### src/lfic_pkg.sv
// Shared types and constants for the line follower intersection controller.
// No dependencies; imported by every module of the block.
`timescale 1ns / 1ps
`default_nettype none

package lfic_pkg;

    localparam int SENSOR_W            = 12;
    localparam int SAMPLE_BITS_DEFAULT = 12;
    localparam int SAMPLE_BITS_MAX     = 16;
    localparam int CFG_INDEX_W         = 2;
    localparam int CFG_DATA_W          = 12;
    localparam int VEL_W               = 16;
    localparam int CALC_W              = 20;

    // Configuration register indexes
    localparam logic [CFG_INDEX_W-1:0] CFG_LINE_THRESHOLD = 2'd0;
    localparam logic [CFG_INDEX_W-1:0] CFG_BASE_SPEED     = 2'd1;
    localparam logic [CFG_INDEX_W-1:0] CFG_INNER_GAIN     = 2'd2;

    localparam logic [11:0] LINE_THRESHOLD_RESET = 12'd300;
    localparam logic [11:0] BASE_SPEED_RESET     = 12'd1024;
    localparam logic [9:0]  INNER_GAIN_RESET     = 10'd282;

    typedef enum logic [2:0] {
        MODE_FOLLOW  = 3'd0,
        MODE_BLANK   = 3'd1,
        MODE_WAIT_L  = 3'd2,
        MODE_TURN_L  = 3'd3,
        MODE_WAIT_R  = 3'd4,
        MODE_TURN_R  = 3'd5
    } mode_t;

    typedef enum logic {
        CTL_IDLE,
        CTL_CALC
    } ctl_state_t;

    typedef struct packed {
        logic capture;
        logic commit;
    } ctl_cmd_t;

    typedef struct packed {
        logic [SENSOR_W-1:0] sensor_0;
        logic [SENSOR_W-1:0] sensor_1;
        logic [SENSOR_W-1:0] sensor_2;
        logic [SENSOR_W-1:0] sensor_3;
        logic [SENSOR_W-1:0] sensor_4;
        logic [SENSOR_W-1:0] sensor_5;
        logic [SENSOR_W-1:0] sensor_6;
        logic [SENSOR_W-1:0] sensor_7;
    } sensor_item_t;

    typedef struct packed {
        logic signed [VEL_W-1:0] left_velocity;
        logic signed [VEL_W-1:0] right_velocity;
        logic [2:0]              next_mode;
        logic signed [3:0]       line_position;
        logic [7:0]              sensor_pattern;
    } result_item_t;

    function automatic logic signed [VEL_W-1:0] sat16(input logic signed [CALC_W-1:0] v);
        logic signed [VEL_W-1:0] r;
        if (v > CALC_W'(32767))
            r = 16'sh7FFF;
        else if (v < -CALC_W'(32768))
            r = 16'sh8000;
        else
            r = v[VEL_W-1:0];
        return r;
    endfunction

endpackage

`default_nettype wire

### src/lfic_ctrl.sv
// Sequencer for the controller: capture an item, then commit its result.
// Depends on lfic_pkg.
`timescale 1ns / 1ps
`default_nettype none

module lfic_ctrl
    import lfic_pkg::*;
(
    input  wire logic     clk,
    input  wire logic     rst_n,
    input  wire logic     sensor_valid,
    output logic          sensor_ready,
    output logic          result_valid,
    input  wire logic     result_ready,
    output ctl_cmd_t      cmd
);

    ctl_state_t state_reg, state_next;
    logic       valid_reg, valid_next;

    always_ff @(posedge clk or negedge rst_n)
    begin
        if (!rst_n)
        begin
            state_reg <= CTL_IDLE;
            valid_reg <= 1'b0;
        end
        else
        begin
            state_reg <= state_next;
            valid_reg <= valid_next;
        end
    end

    always_comb
    begin
        state_next   = state_reg;
        valid_next   = valid_reg;
        sensor_ready = 1'b0;
        cmd          = '0;
        if (valid_reg && result_ready)
            valid_next = 1'b0;
        case (state_reg)
            CTL_IDLE:
            begin
                sensor_ready = 1'b1;
                if (sensor_valid)
                begin
                    cmd.capture = 1'b1;
                    state_next  = CTL_CALC;
                end
            end
            CTL_CALC:
            begin
                // hold until the output register is free or being drained
                if (!valid_reg || result_ready)
                begin
                    cmd.commit = 1'b1;
                    valid_next = 1'b1;
                    state_next = CTL_IDLE;
                end
            end
            default:
            begin
                state_next = CTL_IDLE;
            end
        endcase
    end

    assign result_valid = valid_reg;

endmodule

`default_nettype wire

### src/lfic_datapath.sv
// Datapath: thresholding, position encoder, mode update, wheel velocities,
// configuration registers and the result register. Depends on lfic_pkg.
`timescale 1ns / 1ps
`default_nettype none

module lfic_datapath
    import lfic_pkg::*;
#(
    parameter int SAMPLE_BITS = SAMPLE_BITS_DEFAULT
)
(
    input  wire logic                   clk,
    input  wire logic                   rst_n,
    input  wire ctl_cmd_t               cmd,
    input  wire sensor_item_t           sensors,
    input  wire logic                   cfg_we,
    input  wire logic [CFG_INDEX_W-1:0] cfg_index,
    input  wire logic [CFG_DATA_W-1:0]  cfg_data,
    output result_item_t                result
);

    localparam logic [SAMPLE_BITS_MAX-1:0] SAMPLE_MASK =
        SAMPLE_BITS_MAX'((33'd1 << SAMPLE_BITS) - 33'd1);

    logic [11:0]  threshold_reg;
    logic [11:0]  base_reg;
    logic [9:0]   gain_reg;
    mode_t        mode_reg, mode_next;
    logic [7:0]   prev_reg;
    logic signed [3:0] held_reg, held_next;
    logic [7:0]   pattern_reg;
    result_item_t result_reg;

    logic [SENSOR_W-1:0] samples [8];
    logic [7:0]          pattern_next;
    logic signed [3:0]   weight;
    mode_t               check_mode;
    logic signed [14:0]  wg;
    logic signed [CALC_W-1:0] bx, gx, wx, wgx, t, t7, lv, rv;

    // Configuration registers
    always_ff @(posedge clk or negedge rst_n)
    begin
        if (!rst_n)
        begin
            threshold_reg <= LINE_THRESHOLD_RESET;
            base_reg      <= BASE_SPEED_RESET;
            gain_reg      <= INNER_GAIN_RESET;
        end
        else if (cfg_we)
        begin
            case (cfg_index)
                CFG_LINE_THRESHOLD: threshold_reg <= cfg_data;
                CFG_BASE_SPEED:     base_reg      <= cfg_data;
                CFG_INNER_GAIN:     gain_reg      <= cfg_data[9:0];
                default:            ;
            endcase
        end
    end

    // Threshold: sensor 0 lands in the most significant bit
    assign samples[0] = sensors.sensor_0;
    assign samples[1] = sensors.sensor_1;
    assign samples[2] = sensors.sensor_2;
    assign samples[3] = sensors.sensor_3;
    assign samples[4] = sensors.sensor_4;
    assign samples[5] = sensors.sensor_5;
    assign samples[6] = sensors.sensor_6;
    assign samples[7] = sensors.sensor_7;

    always_comb
    begin
        for (int i = 0; i < 8; i++)
        begin
            pattern_next[7 - i] =
                ((SAMPLE_BITS_MAX'(samples[i]) & SAMPLE_MASK) <
                 SAMPLE_BITS_MAX'(threshold_reg));
        end
    end

    always_ff @(posedge clk)
    begin
        if (cmd.capture)
            pattern_reg <= pattern_next;
    end

    // Priority encoder: centre pair first, then outermost sensors inwards
    always_comb
    begin
        if (pattern_reg[4] && pattern_reg[3])
            weight = 4'sd0;
        else if (pattern_reg[7])
            weight = -4'sd6;
        else if (pattern_reg[0])
            weight = 4'sd6;
        else if (pattern_reg[6])
            weight = -4'sd4;
        else if (pattern_reg[1])
            weight = 4'sd4;
        else if (pattern_reg[5])
            weight = -4'sd3;
        else if (pattern_reg[2])
            weight = 4'sd3;
        else if (pattern_reg[4])
            weight = -4'sd2;
        else if (pattern_reg[3])
            weight = 4'sd2;
        else
            weight = held_reg;
    end

    // Intersection check on the previous and current patterns
    always_comb
    begin
        if ((prev_reg == 8'h10 || prev_reg == 8'h08) && pattern_reg == 8'h00)
            check_mode = MODE_BLANK;
        else if ((prev_reg == 8'hF0 || prev_reg == 8'hF8) &&
                 (pattern_reg inside {8'h90, 8'hD0, 8'h98, 8'hC8, 8'hD8, 8'hE8}))
            check_mode = MODE_WAIT_L;
        else if ((prev_reg == 8'h0F || prev_reg == 8'h1F) &&
                 (pattern_reg inside {8'h09, 8'h0B, 8'h19, 8'h13, 8'h1B, 8'h17}))
            check_mode = MODE_WAIT_R;
        else
            check_mode = MODE_FOLLOW;
    end

    assign bx  = $signed({8'd0, base_reg});
    assign gx  = $signed({10'd0, gain_reg});
    assign wx  = CALC_W'(weight);
    assign wg  = weight * $signed({1'b0, gain_reg});
    assign wgx = CALC_W'(wg);

    always_comb
    begin
        mode_next = mode_reg;
        held_next = held_reg;
        t         = '0;
        t7        = '0;
        lv        = (bx <<< 3) + (bx <<< 1);
        rv        = (bx <<< 3) + (bx <<< 1);
        case (mode_reg)
            MODE_BLANK:
            begin
                held_next = 4'sd0;
                mode_next = check_mode;
            end
            MODE_WAIT_L:
            begin
                if (pattern_reg inside {8'h3C, 8'h7E, 8'hFF})
                    mode_next = MODE_TURN_L;
            end
            MODE_WAIT_R:
            begin
                if (pattern_reg inside {8'h3C, 8'h7E, 8'hFF})
                    mode_next = MODE_TURN_R;
            end
            MODE_TURN_L:
            begin
                t  = bx - (gx <<< 1) - gx;
                lv = (t <<< 3) - t;
                rv = (bx + CALC_W'(768)) <<< 3;
                if (pattern_reg inside {8'h80, 8'h10, 8'h20, 8'h30})
                    mode_next = MODE_FOLLOW;
            end
            MODE_TURN_R:
            begin
                t  = bx - CALC_W'(768);
                lv = (bx + (gx <<< 1) + gx) <<< 3;
                rv = (t <<< 3) - t;
                if (pattern_reg inside {8'h01, 8'h08, 8'h04, 8'h0C})
                    mode_next = MODE_FOLLOW;
            end
            default:
            begin
                held_next = weight;
                mode_next = check_mode;
                if (weight > 4'sd0)
                begin
                    t  = (bx <<< 1) - wgx;
                    t7 = (t <<< 3) - t;
                    lv = (bx + (wx <<< 7)) <<< 3;
                    rv = (t7 + CALC_W'(1)) >>> 1;
                end
                else if (weight < 4'sd0)
                begin
                    t  = (bx <<< 1) + wgx;
                    t7 = (t <<< 3) - t;
                    lv = (t7 + CALC_W'(1)) >>> 1;
                    rv = (bx - (wx <<< 7)) <<< 3;
                end
            end
        endcase
    end

    always_ff @(posedge clk or negedge rst_n)
    begin
        if (!rst_n)
        begin
            mode_reg <= MODE_FOLLOW;
            prev_reg <= 8'd0;
            held_reg <= 4'sd0;
        end
        else if (cmd.commit)
        begin
            mode_reg <= mode_next;
            prev_reg <= pattern_reg;
            held_reg <= held_next;
        end
    end

    always_ff @(posedge clk)
    begin
        if (cmd.commit)
        begin
            result_reg.left_velocity  <= sat16(lv);
            result_reg.right_velocity <= sat16(rv);
            result_reg.next_mode      <= mode_next;
            result_reg.line_position  <= held_next;
            result_reg.sensor_pattern <= pattern_reg;
        end
    end

    assign result = result_reg;

endmodule

`default_nettype wire

### src/line_follower_intersection_controller.sv
// Line follower with intersection handling: eight ground-sensor samples in per tick,
// two wheel velocities, the new mode, the line position and the sensor pattern out.
//
// Channels: sensors/sensor_valid/sensor_ready carries one scan per item;
// result/result_valid/result_ready carries one result item per scan.
// Configuration: cfg_we writes cfg_data into register cfg_index (0 line_threshold,
// 1 base_speed, 2 inner_gain); other indexes are ignored. Write only while idle.
// Timing: an item is taken in a capture cycle that thresholds the samples; a compute
// cycle then runs the encoder, mode update and velocity arithmetic and loads the
// result into the output register, raising result_valid. No new item is taken
// until the compute step has committed its result.
// A stalled receiver holds the result register; the next item may still be
// captured, and its compute step waits until the held result is taken.
// Reset puts the block in follow mode with a cleared pattern history, a centred
// position and the default register values; no result is pending.
// Depends on lfic_pkg, lfic_ctrl and lfic_datapath.
`timescale 1ns / 1ps
`default_nettype none

module line_follower_intersection_controller
    import lfic_pkg::*;
#(
    parameter int SAMPLE_BITS = SAMPLE_BITS_DEFAULT
)
(
    input  wire logic                   clk,
    input  wire logic                   rst_n,
    input  wire logic                   sensor_valid,
    output logic                        sensor_ready,
    input  wire sensor_item_t           sensors,
    output logic                        result_valid,
    input  wire logic                   result_ready,
    output result_item_t                result,
    input  wire logic                   cfg_we,
    input  wire logic [CFG_INDEX_W-1:0] cfg_index,
    input  wire logic [CFG_DATA_W-1:0]  cfg_data
);

    ctl_cmd_t cmd;

    lfic_ctrl u_ctrl (
        .clk          (clk),
        .rst_n        (rst_n),
        .sensor_valid (sensor_valid),
        .sensor_ready (sensor_ready),
        .result_valid (result_valid),
        .result_ready (result_ready),
        .cmd          (cmd)
    );

    lfic_datapath #(
        .SAMPLE_BITS (SAMPLE_BITS)
    ) u_datapath (
        .clk       (clk),
        .rst_n     (rst_n),
        .cmd       (cmd),
        .sensors   (sensors),
        .cfg_we    (cfg_we),
        .cfg_index (cfg_index),
        .cfg_data  (cfg_data),
        .result    (result)
    );

endmodule

`default_nettype wire

### config.mk
export PLATFORM = sky130hd
export DESIGN_NAME = line_follower_intersection_controller
export DESIGN_NICKNAME = d
export VERILOG_FILES = /design/src/lfic_pkg.sv /design/src/lfic_ctrl.sv /design/src/lfic_datapath.sv /design/src/line_follower_intersection_controller.sv
export SDC_FILE = /design/constraint.sdc
export NUM_CORES = 1
export LEC_CHECK = 0
export BUFFER_PORTS_ARGS = -buffer_cell sky130_fd_sc_hd__buf_2
export CORE_UTILIZATION = 35
export CTS_CLUSTER_SIZE = 40
export DETAILED_ROUTE_END_ITERATION = 12
export HOLD_SLACK_MARGIN = 0.03
export PLACE_DENSITY_LB_ADDON = 0.12
export SLEW_MARGIN = 20
export SYNTH_ARGS = -nofsm -noshare
export SYNTH_HDL_FRONTEND = slang
export SYNTH_HIERARCHICAL = 1
export SYNTH_SLANG_ARGS = --single-unit
### constraint.sdc
create_clock -name clk -period 17.8 [get_ports clk]
set_input_delay 2.67 -clock clk [delete_from_list [all_inputs] [get_ports clk]]
set_output_delay 2.67 -clock clk [all_outputs]
set_load 0.02 [all_outputs]
After elaboration in Yosys (flattened, before gate mapping)
Index checks and enable logic that the tools add are counted.

Input port bits: 115. Output and inout port bits: 49. Word-level logic and storage cells: 141. Register bits after elaboration: 106.

$lt $le $gt $ge: 14. Bitwise logic cells: 1. Reductions and logical operators: 22. Eq/ne operators: 36. Muxes and demuxes: 36. $mul: 1. Add/sub/neg operators: 17.

Operator list (count): 20-bit case mux with 3 select lines (2); 12-bit < comparator (8); 8-bit == test, second input constant (10); 20-bit 2-to-1 mux (4); 20-bit subtractor (4); 8-bit by 5-bit == test with 1-bit output, second input constant (7); 8-bit by 4-bit == test with 1-bit output, second input constant (6); 20-bit by 2-bit adder with 20-bit output, second input constant (2); 20-bit by 16-bit greater-than comparator with 1-bit output, second input constant (2); 20-bit by 16-bit < comparator with 1-bit output, second input constant (2); 4-bit 2-to-1 mux (9); 16-bit 2-to-1 mux (2); 8-bit by 6-bit == test with 1-bit output, second input constant (3); 3-bit 2-to-1 mux (7); 20-bit by 11-bit subtractor with 20-bit output (1); 17-bit by 11-bit adder with 17-bit output (1); 14-bit by 15-bit adder with 16-bit output (1); 15-bit by 13-bit adder with 16-bit output (1); 14-bit by 15-bit subtractor with 16-bit output (1); 4-bit by 11-bit multiplier with 15-bit output (1); 13-bit by 11-bit adder with 14-bit output (1); 13-bit by 11-bit subtractor with 14-bit output (1); 12-bit by 10-bit adder with 13-bit output, second input constant (1); 12-bit by 11-bit adder with 13-bit output (1); other kinds (28) (49).

Longest topological paths before layout
Word-level depth: 18. Depth in mapped cells: 36. Gate-level depth less buffers: 33.

Hierarchy
The synthesis kept the hierarchy.

By module, submodules not included: lfic_datapath (cells an instance 1774, area each 15053.2 um2, sequential area each 2889.0 um2, times used 1); lfic_ctrl (cells an instance 8, area each 93.8 um2, sequential area each 50.0 um2, times used 1).

Worst setup path after synthesis
No wires, ideal clock.

Kind: register to register. From: reg u_datapath.pattern_reg[4]. To: reg u_datapath.result_reg (netlist bit u_datapath/result[42]) (data pin). Setup slack: 9.351 ns. Buffers on the path: 4. Arrival: 8.261 ns. Required time: 17.612 ns. Clock period less this slack: 8.449 ns. Stages on the path, launching flop included: 34. Setup time: 0.188 ns. Path through: edfxtp_1 > clkbuf_1 > o21bai_1 > a221oi_1 > o21a_1 > clkbuf_1 > buf_1 > nand2_1 > fa_1 > fa_1 > inv_1 > fa_1 > ha_1 > a211o_1 > a2111oi_4 > o21bai_1 > xnor2_1 > ha_1 > clkbuf_1 > and4_1 > o21ai_0 > a21oi_1 > o21ai_1 > and2_1 > inv_1 > ha_1 > and4_1 > a221oi_1 > o21ai_0 > a41oi_1 > a21oi_1 > o21ai_0 > a31oi_4 > o41ai_1.

Longest elaborated chain between the ends: 17. Elaborated cells on any way between the ends: 22. Those cells by class: add/sub: 4; mul: 1; order compare: 4; mux: 12; reduce/logical: 1.

RTL lines: start, declared (RTL line lfic_datapath.sv:31) `logic [7:0] pattern_reg;`; start signal, assigned (RTL line lfic_datapath.sv:84) `pattern_reg <= pattern_next;`; 4-bit 2-to-1 mux (RTL line lfic_datapath.sv:104) `else if (pattern_reg[4])`; 4-bit 2-to-1 mux (RTL line lfic_datapath.sv:102) `else if (pattern_reg[2])`; 4-bit 2-to-1 mux (RTL line lfic_datapath.sv:100) `else if (pattern_reg[5])`; 4-bit 2-to-1 mux (RTL line lfic_datapath.sv:98) `else if (pattern_reg[1])`; 4-bit 2-to-1 mux (RTL line lfic_datapath.sv:96) `else if (pattern_reg[6])`; 4-bit 2-to-1 mux (RTL line lfic_datapath.sv:94) `else if (pattern_reg[0])`; 4-bit 2-to-1 mux (RTL line lfic_datapath.sv:92) `else if (pattern_reg[7])`; 4-bit 2-to-1 mux (*) (RTL line lfic_datapath.sv:90) `if (pattern_reg[4] && pattern_reg[3])`; 4-bit by 11-bit multiplier with 15-bit output (RTL line lfic_datapath.sv:130) `assign wg = weight * $signed({1'b0, gain_reg});`; 14-bit by 15-bit adder with 16-bit output (RTL line lfic_datapath.sv:186) `t = (bx <<< 1) + wgx;`; 20-bit subtractor (RTL line lfic_datapath.sv:187) `t7 = (t <<< 3) - t;`; 20-bit by 2-bit adder with 20-bit output (RTL line lfic_datapath.sv:188) `lv = (t7 + CALC_W'(1)) >>> 1;`; 20-bit 2-to-1 mux (RTL line lfic_datapath.sv:184) `else if (weight < 4'sd0)`; 20-bit 2-to-1 mux (*) (RTL line lfic_datapath.sv:177) `if (weight > 4'sd0)`; 20-bit case mux with 3 select lines (*) (RTL line lfic_datapath.sv:141) `case (mode_reg)`; 20-bit by 16-bit < comparator with 1-bit output (RTL line lfic_pkg.sv:67) `else if (v < -CALC_W'(32768))`; 16-bit 2-to-1 mux (RTL line lfic_pkg.sv:67); end, declared (RTL line lfic_datapath.sv:32) `result_item_t result_reg;`.

Mark *: on every way between the ends. The rest lies on a longest branch, timed or not. A chain may end at the register's enable or synchronous reset.

Worst setup path after layout
Same ends and word-level chain as after synthesis.

==> metrics.csv <==
stage,metric,value,unit
clock_tree,post_cts resized,0,
final_layout,Final #Nets,2331,
drt,ANT nets after route,0,
setup_path,CP dominant cell by count,ha_1,
final_layout,P&R area growth vs syn,11.85,%
synth,largest area contributor in the netlist,ha_1,
floorplanning,die area,44110,µm²
setup_path,Critical Path RT,17.96,ns
drt,Iter 0 DRT Violations,942,
synth,Netlist Area Pre-Place,15150,µm²
drt,Via-to-Cell Ratio,5.442,
synth,Mapped Cells,1782,
floorplanning,Die Span Y,210.0,µm
timing,Tcrit/Tclk final,53.90,%
drt,vias,13630,
final_layout,"most common cell after layout, fill and taps aside",ha_1,
grt,largest net degree at the start of global routing,65,
placed_design,Port-buffer cells,163,
timing,worst rel slew slack,24.25,%
synth,top post-synthesis cells by area,"ha_1, edfxtp_1, dfrtp_1, a21o_1, a21oi_1",
grt,first-pass GRT wire length,79.39,mm
setup_path,startpoint types,flop,
timing,Final Skew,0.01508,ns
setup_path,Setup CP Type,flop to flop,
placed_design,Routability Congestion,0.9424,
timing,Max Freq,0.1042,GHz
synth,library cells used by synthesis,83,
clock_tree,post-CTS setup buffers,0,
timing,Final Max Tran Viols,0,
drt,WL/cell,20.24,µm
clock_tree,CTS Buf Count,9,
synth,"EDFF count, synth",55,
timing,worst slew pin tran,1.124,ns
setup_path,crit-path max FO,15,
timing,final hold violation count,0,
floorplanning,Site Rows,75,
setup_path,Worst setup EP type,flop,
clock_tree,post-cts hold buffer count,0,
timing,min Tclk post-route,9.595,ns
synth,Post-synth ARST share,48.11,%
placed_design,Placed Cells,2489,
drt,Total Wirelength,50.70,mm
run,Max-Cap Viols,0,
clock_tree,TritonCTS clock tree,yes,
synth,synthesized area per cell,8.500,µm²
drt,Residual DRC,0,
synth,top_reg_cell synth,edfxtp_1,
clock_tree,Worst-Skew Late Latency,0.38,ns
clock_tree,Worst-path clk slew,0.08,ns
synth,Post-Syn Nets,2190,
grt,GRT Util Overall,23.46,%
final_layout,layout cells sized above 1,14.52,%
outcome,status,completed,
timing,TNS Setup,0,ns
clock_tree,Sink Count,106,
synth,sequential fraction of the synthesis area,19.40,%
floorplanning,IO Count,164,
setup_path,slowest stage cell on the critical path,clkinv_1,
grt,number of global-route vias before repair,13590,
worst_hold_path,Hold/Removal Path Class,flop to flop,
final_layout,diode count,0,
timing,# setup viols final,0,
floorplanning,core area,42320,µm²
clock_tree,CTS H-Tree Depth,3,
grt,global route total overflow,0,
grt,initial antenna violation count,0,
clock_tree,root buffer cell,clkbuf_16,
clock_tree,CTS Buffer Depth,2,
final_layout,most frequent cells in the layout,"ha_1, buf_2, inv_1, a21oi_1, nand2_1",
floorplanning,Starting Density,35.79,%
synth,flop and latch count out of synthesis,106,
setup_path,CP max stage delay,0.61,ns
final_layout,Largest register FFs,47,
drt,DRT Pass-1 Iters,5,
floorplanning,Die Wd,210.0,µm
synth,Ys Warns,6,
synth,top-area cell type share of the netlist area,21.39,%
setup_path,CP Data Arrival Time,9.76,ns
placed_design,dpl hpwl,41.17,mm
final_layout,final non-filler cell total,2505,
timing,RSZ-0062 raised after global routing,no,
## cell type report
class	count	area, µm²
Timing Repair Buffer	186	988.4
Clock inverter	7	67.56
Fill cell	4299	25380
Multi-Input combinational cell	1475	11460
Clock buffer	9	225.2
Tap cell	577	721.9
Inverter	145	544.3
Sequential cell	106	2939
## cell families after synthesis
| family | count (synthesis) | share of synthesized area (%) |
|---|---|---|
| and+or+nand+nor | 421 | 13.03 |
| AOI/OAI and AO/OA | 592 | 26.05 |
| adders and majority gates | 293 | 25.89 |
| DFF | 106 | 19.40 |
| buffers and inverters | 201 | 5.039 |
| xor gates and xnor gates | 128 | 7.492 |
| muxes | 41 | 3.098 |
## worst max-delay path: cells and delay by family, from the launching register on
kind            cells  cell delay (ns)
flops               1             0.60
simple gates        7             1.12
fa+ha+maj           6             2.37
compound gates     14             4.44
xor+xnor            1             0.19
buf+inv             1             0.61
## through the flow
stage               area, µm²  setup WS, ns  utilization [%]  hold WS (ns)
global route            16940         7.502            40.03        0.5649
finish                  16940         8.205            40.03        0.5309
CTS                     16940         8.334            40.03        0.5331
floorplan               15150         9.351                -        0.4244
detailed placement      16650         8.415            39.34        0.5154
global placement        16650         8.597            39.34        0.5071
## final timing paths
kind	start	endpoint	slack, ns	cells past startpoint
max in group asynchronous	rst_n	u_datapath/base_reg[3]	14.93	2
min reg2reg	u_ctrl/state_reg	u_ctrl/result_valid	0.53	2
min in group asynchronous	rst_n	u_datapath/mode_reg[0]	2.39	2
max reg2reg	u_datapath/pattern_reg[4]	u_datapath/result[42]	8.21	29
max	u_datapath/pattern_reg[4]	u_datapath/result[42]	8.21	29
min	u_ctrl/state_reg	u_ctrl/result_valid	0.53	2
## routing by layer
metal,wire length (µm),GRT usage (%)
met1,23220,31.49
met4,1026,5.714
met3,3139,3.799
met2,23320,39.19
met5,0,0
## cells in the mapped netlist (all sizes together) (34+ instances only)
master / count
o21ai: 126
fa: 34
mux2: 37
dfrtp: 42
xnor2: 76
clkbuf: 48
xor2: 51
nor2: 127
a21o: 101
a21oi: 140
inv: 142
edfxtp: 55
ha: 259
nand2: 128
Power is not shown: default switching activity piles up to over one toggle a cycle in this logic, so the estimate is an artifact.
